--- config.mk ---
export PLATFORM = sky130hd
export DESIGN_NAME = bounded_lifo_stack
export DESIGN_NICKNAME = d
export VERILOG_FILES = /design/src/rtl/core/blstk_pkg.sv /design/src/rtl/core/bounded_lifo_stack.sv /design/src/rtl/core/blstk_front.sv /design/src/rtl/core/blstk_queue.sv /design/src/rtl/core/blstk_back.sv
export SDC_FILE = /design/constraint.sdc
export NUM_CORES = 2
export LEC_CHECK = 0
export ABC_AREA = 1
export BUFFER_PORTS_ARGS = -buffer_cell sky130_fd_sc_hd__buf_2
export CAP_MARGIN = 0
export CORE_MARGIN = 3
export CORE_UTILIZATION = 40
export DETAILED_ROUTE_END_ITERATION = 8
export GPL_TIMING_DRIVEN = 1
export PLACE_DENSITY_LB_ADDON = 0.1
export SETUP_SLACK_MARGIN = 0.2
export SLEW_MARGIN = 40
export SYNTH_ARGS = -nofsm -noshare
export SYNTH_HDL_FRONTEND = slang
export SYNTH_SLANG_ARGS = --single-unit
--- constraint.sdc ---
create_clock -name clk -period 22.8 [get_ports clk]
set_input_delay 1.14 -clock clk [delete_from_list [all_inputs] [get_ports clk]]
set_output_delay 1.14 -clock clk [all_outputs]
set_load 0.03 [all_outputs]
--- src/rtl/core/blstk_pkg.sv ---
`timescale 1ns / 1ps
// ----------------------------------------------------------------------------
// blstk_pkg
// Shared codes, widths and item types for the bounded lifo stack.
// ----------------------------------------------------------------------------
package blstk_pkg;

  localparam int unsigned WORD_W = 32;
  localparam int unsigned CAP_W  = 7;

  localparam logic [CAP_W-1:0] CAP_RESET = 7'd64;

  localparam logic [1:0] CMD_PUSH = 2'd0;
  localparam logic [1:0] CMD_POP  = 2'd1;
  localparam logic [1:0] CMD_SHOW = 2'd2;

  localparam logic [1:0] ST_DONE  = 2'd0;
  localparam logic [1:0] ST_FULL  = 2'd1;
  localparam logic [1:0] ST_EMPTY = 2'd2;

  typedef enum logic [1:0] {
    OP_PUSH,
    OP_POP,
    OP_SHOW,
    OP_NOP
  } op_t;

  typedef struct packed {
    op_t                      op;
    logic signed [WORD_W-1:0] value;
  } cmd_item_t;

endpackage

--- src/rtl/core/bounded_lifo_stack.sv ---
`timescale 1ns / 1ps
// ----------------------------------------------------------------------------
// bounded_lifo_stack
// Bounded last-in first-out stack of signed 32-bit words.
//
// Input channel in_valid/in_stall carries cmd (push, pop, display) and
// push_value. Output channel out_valid/out_stall carries one result per
// push, pop or unused command, and one result per stored entry for a
// display (top to bottom, last on the bottom entry); a display of an
// empty stack gives a single empty-status result.
// cfg_wen/cfg_wdata write the capacity, clamped to 1..DEPTH.
// An accepted item is registered in the front stage, queued and taken by
// the back stage into the result register. Push, unused command, refused
// pop and empty display go one item per cycle while out_stall is low; a
// pop or a non-empty display holds the back stage in its read states, set by
// the registered read of the entry memory, until its results are loaded.
// Reset empties the stack and sets the capacity to 64; memory contents
// are not cleared. While out_stall is high the result register holds, the
// back stage waits, the two-entry queue fills and in_stall rises.
// ----------------------------------------------------------------------------
module bounded_lifo_stack import blstk_pkg::*; #(
  parameter int unsigned DEPTH = 64
) (
  input  logic                     clk,
  input  logic                     rst,
  input  logic                     cfg_wen,
  input  logic [CAP_W-1:0]         cfg_wdata,
  input  logic                     in_valid,
  output logic                     in_stall,
  input  logic [1:0]               cmd,
  input  logic signed [WORD_W-1:0] push_value,
  output logic                     out_valid,
  input  logic                     out_stall,
  output logic signed [WORD_W-1:0] data_value,
  output logic signed [WORD_W-1:0] top_value,
  output logic [1:0]               status,
  output logic                     is_empty,
  output logic                     is_full,
  output logic                     last
);

  logic      fr_valid;
  cmd_item_t fr_item;
  logic      q_ready;
  logic      q_valid;
  logic      q_take;
  cmd_item_t q_item;

  blstk_front u_front (
    .clk        (clk),
    .rst        (rst),
    .in_valid   (in_valid),
    .in_stall   (in_stall),
    .cmd        (cmd),
    .push_value (push_value),
    .fr_valid   (fr_valid),
    .fr_item    (fr_item),
    .q_ready    (q_ready)
  );

  blstk_queue u_queue (
    .clk      (clk),
    .rst      (rst),
    .wr_valid (fr_valid),
    .wr_ready (q_ready),
    .wr_item  (fr_item),
    .rd_valid (q_valid),
    .rd_take  (q_take),
    .rd_item  (q_item)
  );

  blstk_back #(
    .DEPTH (DEPTH)
  ) u_back (
    .clk        (clk),
    .rst        (rst),
    .cfg_wen    (cfg_wen),
    .cfg_wdata  (cfg_wdata),
    .q_valid    (q_valid),
    .q_take     (q_take),
    .q_item     (q_item),
    .out_valid  (out_valid),
    .out_stall  (out_stall),
    .data_value (data_value),
    .top_value  (top_value),
    .status     (status),
    .is_empty   (is_empty),
    .is_full    (is_full),
    .last       (last)
  );

endmodule

--- src/rtl/core/blstk_front.sv ---
`timescale 1ns / 1ps
// ----------------------------------------------------------------------------
// blstk_front
// Input stage: takes command items, decodes them and hands them to the queue.
// ----------------------------------------------------------------------------
module blstk_front import blstk_pkg::*; (
  input  logic                     clk,
  input  logic                     rst,
  input  logic                     in_valid,
  output logic                     in_stall,
  input  logic [1:0]               cmd,
  input  logic signed [WORD_W-1:0] push_value,
  output logic                     fr_valid,
  output cmd_item_t                fr_item,
  input  logic                     q_ready
);

  op_t op_dec;

  always_comb begin
    case (cmd)
      CMD_PUSH: op_dec = OP_PUSH;
      CMD_POP:  op_dec = OP_POP;
      CMD_SHOW: op_dec = OP_SHOW;
      default:  op_dec = OP_NOP;
    endcase
  end

  assign in_stall = fr_valid & ~q_ready;

  always_ff @(posedge clk) begin
    if (rst) begin
      fr_valid <= 1'b0;
    end else if (!fr_valid || q_ready) begin
      fr_valid <= in_valid;
    end
  end

  always_ff @(posedge clk) begin
    if ((!fr_valid || q_ready) && in_valid) begin
      fr_item.op    <= op_dec;
      fr_item.value <= push_value;
    end
  end

endmodule

--- src/rtl/core/blstk_queue.sv ---
`timescale 1ns / 1ps
// ----------------------------------------------------------------------------
// blstk_queue
// Two-entry queue of decoded items between the front and the back.
// ----------------------------------------------------------------------------
module blstk_queue import blstk_pkg::*; (
  input  logic      clk,
  input  logic      rst,
  input  logic      wr_valid,
  output logic      wr_ready,
  input  cmd_item_t wr_item,
  output logic      rd_valid,
  input  logic      rd_take,
  output cmd_item_t rd_item
);

  cmd_item_t  slot [2];
  logic       wr_ptr;
  logic       rd_ptr;
  logic [1:0] fill;
  logic       do_wr;
  logic       do_rd;

  assign wr_ready = (fill != 2'd2);
  assign rd_valid = (fill != 2'd0);
  assign rd_item  = slot[rd_ptr];
  assign do_wr    = wr_valid & wr_ready;
  assign do_rd    = rd_take & rd_valid;

  always_ff @(posedge clk) begin
    if (rst) begin
      wr_ptr <= 1'b0;
      rd_ptr <= 1'b0;
      fill   <= 2'd0;
    end else begin
      if (do_wr) wr_ptr <= ~wr_ptr;
      if (do_rd) rd_ptr <= ~rd_ptr;
      case ({do_wr, do_rd})
        2'b10:   fill <= fill + 2'd1;
        2'b01:   fill <= fill - 2'd1;
        default: fill <= fill;
      endcase
    end
  end

  always_ff @(posedge clk) begin
    if (do_wr) begin
      slot[wr_ptr] <= wr_item;
    end
  end

endmodule

--- src/rtl/core/blstk_back.sv ---
`timescale 1ns / 1ps
// ----------------------------------------------------------------------------
// blstk_back
// Execution stage: entry memory, count, top register and result register.
// ----------------------------------------------------------------------------
module blstk_back import blstk_pkg::*; #(
  parameter int unsigned DEPTH = 64
) (
  input  logic                     clk,
  input  logic                     rst,
  input  logic                     cfg_wen,
  input  logic [CAP_W-1:0]         cfg_wdata,
  input  logic                     q_valid,
  output logic                     q_take,
  input  cmd_item_t                q_item,
  output logic                     out_valid,
  input  logic                     out_stall,
  output logic signed [WORD_W-1:0] data_value,
  output logic signed [WORD_W-1:0] top_value,
  output logic [1:0]               status,
  output logic                     is_empty,
  output logic                     is_full,
  output logic                     last
);

  localparam int unsigned AW = (DEPTH > 1) ? $clog2(DEPTH) : 1;
  localparam int unsigned CW = $clog2(DEPTH + 1);
  localparam int unsigned EW = (CW > CAP_W) ? CW : CAP_W;

  typedef enum logic [1:0] {
    S_IDLE,
    S_POP_RD,
    S_SHOW_RD,
    S_SHOW_EMIT
  } state_t;

  state_t                   state;
  logic [CAP_W-1:0]         cap;
  logic [CW-1:0]            count;
  logic signed [WORD_W-1:0] top;
  logic [AW-1:0]            idx;

  logic signed [WORD_W-1:0] mem [DEPTH];
  logic signed [WORD_W-1:0] rd_data;
  logic [AW-1:0]            rd_addr;
  logic                     mem_we;

  logic [EW-1:0]            eff;
  logic [EW-1:0]            cap_ext;
  logic [EW-1:0]            cnt_ext;
  logic [EW-1:0]            cnt_p1_ext;
  logic [EW-1:0]            cnt_m1_ext;
  logic [CW-1:0]            cnt_m1;
  logic [CW-1:0]            cnt_m2;
  logic                     empty_now;
  logic                     full_now;
  logic                     full_inc;
  logic                     full_dec;
  logic signed [WORD_W-1:0] top_cur;
  logic                     can_load;
  logic                     res_load;

  // effective capacity, clamped to 1..DEPTH
  assign cap_ext    = EW'(cap);
  assign eff        = (cap == '0) ? EW'(1) :
                      ((cap_ext > EW'(DEPTH)) ? EW'(DEPTH) : cap_ext);
  assign cnt_m1     = count - CW'(1);
  assign cnt_m2     = count - CW'(2);
  assign cnt_ext    = EW'(count);
  assign cnt_p1_ext = cnt_ext + EW'(1);
  assign cnt_m1_ext = EW'(cnt_m1);
  assign empty_now  = (count == '0);
  assign full_now   = (cnt_ext >= eff);
  assign full_inc   = (cnt_p1_ext >= eff);
  assign full_dec   = (cnt_m1_ext >= eff);
  assign top_cur    = empty_now ? '0 : top;

  assign can_load = ~out_valid | ~out_stall;
  assign q_take   = (state == S_IDLE) & q_valid & can_load;
  assign mem_we   = q_take & (q_item.op == OP_PUSH) & ~full_now;
  assign rd_addr  = ((state == S_IDLE) || (state == S_POP_RD)) ? cnt_m2[AW-1:0] : idx;

  // result register loads this cycle
  assign res_load = (q_take &&
                     !(((q_item.op == OP_POP) || (q_item.op == OP_SHOW)) && !empty_now))
                    || (((state == S_POP_RD) || (state == S_SHOW_EMIT)) && can_load);

  always_ff @(posedge clk) begin
    if (mem_we) begin
      mem[count[AW-1:0]] <= q_item.value;
    end
    rd_data <= mem[rd_addr];
  end

  always_ff @(posedge clk) begin
    if (rst) begin
      state     <= S_IDLE;
      cap       <= CAP_RESET;
      count     <= '0;
      out_valid <= 1'b0;
    end else begin
      if (cfg_wen) cap <= cfg_wdata;
      if (res_load) begin
        out_valid <= 1'b1;
      end else if (!out_stall) begin
        out_valid <= 1'b0;
      end
      case (state)
        S_IDLE: begin
          if (q_take) begin
            case (q_item.op)
              OP_PUSH: begin
                data_value <= '0;
                last       <= 1'b1;
                if (full_now) begin
                  top_value <= top_cur;
                  status    <= ST_FULL;
                  is_empty  <= empty_now;
                  is_full   <= 1'b1;
                end else begin
                  count     <= count + CW'(1);
                  top       <= q_item.value;
                  top_value <= q_item.value;
                  status    <= ST_DONE;
                  is_empty  <= 1'b0;
                  is_full   <= full_inc;
                end
              end
              OP_POP, OP_SHOW: begin
                if (empty_now) begin
                  data_value <= '0;
                  top_value  <= '0;
                  status     <= ST_EMPTY;
                  is_empty   <= 1'b1;
                  is_full    <= full_now;
                  last       <= 1'b1;
                end else if (q_item.op == OP_POP) begin
                  state <= S_POP_RD;
                end else begin
                  idx   <= cnt_m1[AW-1:0];
                  state <= S_SHOW_RD;
                end
              end
              default: begin
                data_value <= '0;
                top_value  <= top_cur;
                status     <= ST_DONE;
                is_empty   <= empty_now;
                is_full    <= full_now;
                last       <= 1'b1;
              end
            endcase
          end
        end
        S_POP_RD: begin
          if (can_load) begin
            data_value <= top;
            top_value  <= (cnt_m1 == '0) ? '0 : rd_data;
            status     <= ST_DONE;
            is_empty   <= (cnt_m1 == '0);
            is_full    <= full_dec;
            last       <= 1'b1;
            count      <= cnt_m1;
            top        <= rd_data;
            state      <= S_IDLE;
          end
        end
        S_SHOW_RD: begin
          state <= S_SHOW_EMIT;
        end
        S_SHOW_EMIT: begin
          if (can_load) begin
            data_value <= rd_data;
            top_value  <= top_cur;
            status     <= ST_DONE;
            is_empty   <= 1'b0;
            is_full    <= full_now;
            last       <= (idx == '0);
            if (idx == '0) begin
              state <= S_IDLE;
            end else begin
              idx   <= idx - AW'(1);
              state <= S_SHOW_RD;
            end
          end
        end
        default: state <= S_IDLE;
      endcase
    end
  end

endmodule

==> results.sh <==
export IMPL_critPathMostFrequentCell="nand3_1"
export IMPL_antenna_found_initial=15
export IMPL_drc=0
export IMPL_yosys_cell_count_top_type="edfxtp_1"
export IMPL_min_delay_start="push_value[15]"
export IMPL_worst_path_max_delay_cell="buf_4"
export IMPL_clockRootBuffer="clkbuf_16"
export IMPL_wl_per_cell_um=24.9
export IMPL_cp_num_buf_inv=4
export IMPL_drt_wl_total_um=329000
export IMPL_die_area_sq_mm=0.259
export IMPL_whs_ps=407
export IMPL_placedCellCount=12755
export IMPL_synth_edf_count=2257
export IMPL_design_area_sq_mm=0.114
export IMPL_regArea_sq_mm=0.0689
export IMPL_cp_end_kind="register"
export IMPL_setup_viol=0
export IMPL_rsz0062_at_grt="no"
export IMPL_syn_avg_cell_area_sq_um=10.5
export IMPL_insertion_delay_ps=920
export IMPL_num_rows=184
export IMPL_post_cts_setup_buffers=0
export IMPL_min_period_ps=5440
export IMPL_dp_slack_ps=17170
export IMPL_cts_htree_levels=5
export IMPL_vias_per_cell=5.26
export IMPL_track_usage_pct=25.0
export IMPL_cts_sinks=2312
export IMPL_syn_to_final_growth_pct=12.8
export IMPL_max_stage_delay_ps=740
export IMPL_grt_max_degree=149
export IMPL_nets=9771
export IMPL_crit_cells=12
export IMPL_cp_max_fo=117
export IMPL_drt_iter0_markers=7487
export IMPL_yosysWarnings=0
export IMPL_reg2reg_depth=12
export IMPL_final_hold_viol_count=0
export IMPL_cts_resized=0
export IMPL_grt_pass1_wl_um=473000
export IMPL_post_dp_cell_area_sq_mm=0.106
export IMPL_cts_tree="done"
export IMPL_hp_class="in2reg"
export IMPL_startpoint_type="register"
export IMPL_synth_seq_cells=2312
export IMPL_r2r_start="u_back.state[1]"
export IMPL_synth_fp_nets=9725
export IMPL_multiInputGateArea_sq_mm=0.0231
export IMPL_max_clock_freq_mhz=184
export IMPL_crit_arrival_ps=6270
export IMPL_io_buffers=116
export IMPL_ys_async_sr_fraction_pct=0
export IMPL_peakVddDrop_mv=0.0855
export IMPL_gp_congestion=0.838
export IMPL_seq_area_frac_synth_pct=68.0
export IMPL_antenna_left=0
export IMPL_path_clk_slew_ps=60
export IMPL_finalClockSkew_ps=49.3
export IMPL_holdPathStages=1
export IMPL_ys_top_cells_by_count="edfxtp_1 (2257), nand3_1 (2200), nand2_1 (2014), inv_1 (1973), buf_2 (309)"
export IMPL_cap_viol_max_count=0
export IMPL_postCtsHoldBufs=0
export IMPL_finalPower_mw=11.9
export IMPL_slew_viol_final=0
export IMPL_cp_startpoint="u_back.state[1]"
export IMPL_cellPowerDensity_mw_per_mm2=104
export IMPL_dpl_hpwl_um=173000
export IMPL_drtPass1Iterations=6
export IMPL_netlist_instances=9645
export IMPL_utilization_pct=45.4
export IMPL_slew_headroom_pct=31.9
export IMPL_die_y_um=509
export IMPL_die_x_um=509
export IMPL_core_sq_mm=0.252
export IMPL_ios=117
export IMPL_cp_required_ps=23630
export IMPL_synth_top_area_cell="edfxtp_1"
export IMPL_cts_inserted_buffers=277
export IMPL_p_leak_nw=46.8
export IMPL_finalSetupTns_ps=0
export IMPL_grt_overflow_total=0
export IMPL_vias=69619
export IMPL_crit_chain="nand2_1 -> o21ai_4 -> buf_4 -> buf_12 -> buf_4 -> buf_4 -> nand3_1 -> nand3_1 -> nand3_1 -> nand3_1 -> nand3_1 -> nand2_1"
export IMPL_worstMarginPinSlew_ps=1020
export IMPL_outcome="complete, no violations"
export IMPL_yosysTopAreaCellShare_pct=66.9
export IMPL_synth_area_leaders="edfxtp_1 (67%), nand3_1 (11%), nand2_1 (7.5%), inv_1 (7.3%), buf_2 (1.5%)"
export IMPL_netlist_area_sq_mm=0.101
export IMPL_nFillCells=23266
export IMPL_ys_flop_type="edfxtp_1"
export IMPL_clockBufferDepth=4
export IMPL_finalWorstSetupSlack_ps=17360
export IMPL_layout_cells_non_filler=13232
export IMPL_period_share_pct=23.9
export IMPL_yosysUniqueCellTypes=40
export IMPL_crit_type="reg2reg"
export IMPL_start_util_pct=40.2
export IMPL_crit_family="buffers and inverters"
export IMPL_drive_gt1_share_pct=7.96
export IMPL_grt_pass1_vias=65903
==> routing by layer <==
layer / global-route usage, % / wire length (um) / vias up
li1: - / - / 31908
met1: 35.8 / 146000 / 34483
met2: 39.7 / 151000 / 2788
met3: 4.26 / 25000 / 440
met4: 6.04 / 7300 / 0
met5: 0 / 0 / -
==> power breakdown <==
group / switching [mW] / internal, mW
registers: 0.0992 / 5.29
logic: 1.89 / 0.472
clock network: 1.70 / 2.41
total: 3.68 / 8.17
==> final cells by class <==
cell class | instances | area share, %
clock inverter | 97 | 0.578
timing repair buffer | 308 | 2.10
inverter | 1979 | 6.53
antenna | 6 | 0.0131
clock buffer | 369 | 6.61
multi-input combinational | 4813 | 20.2
tap | 3348 | 3.67
sequential | 2312 | 60.3
==> flip-flops by register name (all words and copies together) (netlist names), 2 cells and up, named ones only <==
name,cells
u_back.top,32
u_back.data_value,32
u_back.status,2
u_back.rd_data,32
u_back.cap,7
u_queue.slot,68
u_back.state,2
u_back.top_value,32
u_back.cnt_ext,7
u_back.mem,2048
u_queue.fill,2
u_back.idx,6
u_front.fr_item,34
==> worst paths after layout <==
kind	to	slack, ps
setup / recovery	u_back.rd_data[2]	17360
hold / removal	u_front.fr_item[15]	410
setup reg to reg	u_back.rd_data[2]	17360
hold reg to reg	u_queue.slot[0][17]	450
==> placed cells by master, fill, tap and decap left out, types with 40 or more instances in the layout <==
| cell | n |
|---|---|
| buf_4 | 146 |
| buf_2 | 116 |
| edfxtp_1 | 2257 |
| nand3_1 | 2196 |
| clkbuf_1 | 74 |
| nor2_1 | 70 |
| nand3b_1 | 128 |
| clkbuf_16 | 287 |
| o21ai_0 | 87 |
| clkinv_2 | 40 |
| nor2_4 | 66 |
| clkinv_1 | 51 |
| dfxtp_1 | 53 |
| nand2_1 | 2006 |
| inv_1 | 1939 |
==> cells by family after synthesis <==
kind of cell	count (synthesis)	synth area share, %
compound gates	266	1.67
xor+xnor	11	0.0952
fa+ha+maj	34	0.420
buf+inv	2520	9.83
flops	2312	68.0
simple gates	4502	20.0
==> worst register-to-register path: cells and delay by family, from the launching register on <==
kind	cells	cell delay (ps)
AND/OR/NAND/NOR	7	1650
flip-flops	1	690
buffers and inverters	4	2890
AO/OA/AOI/OAI	1	150
Power figures use the tool's default switching activity.
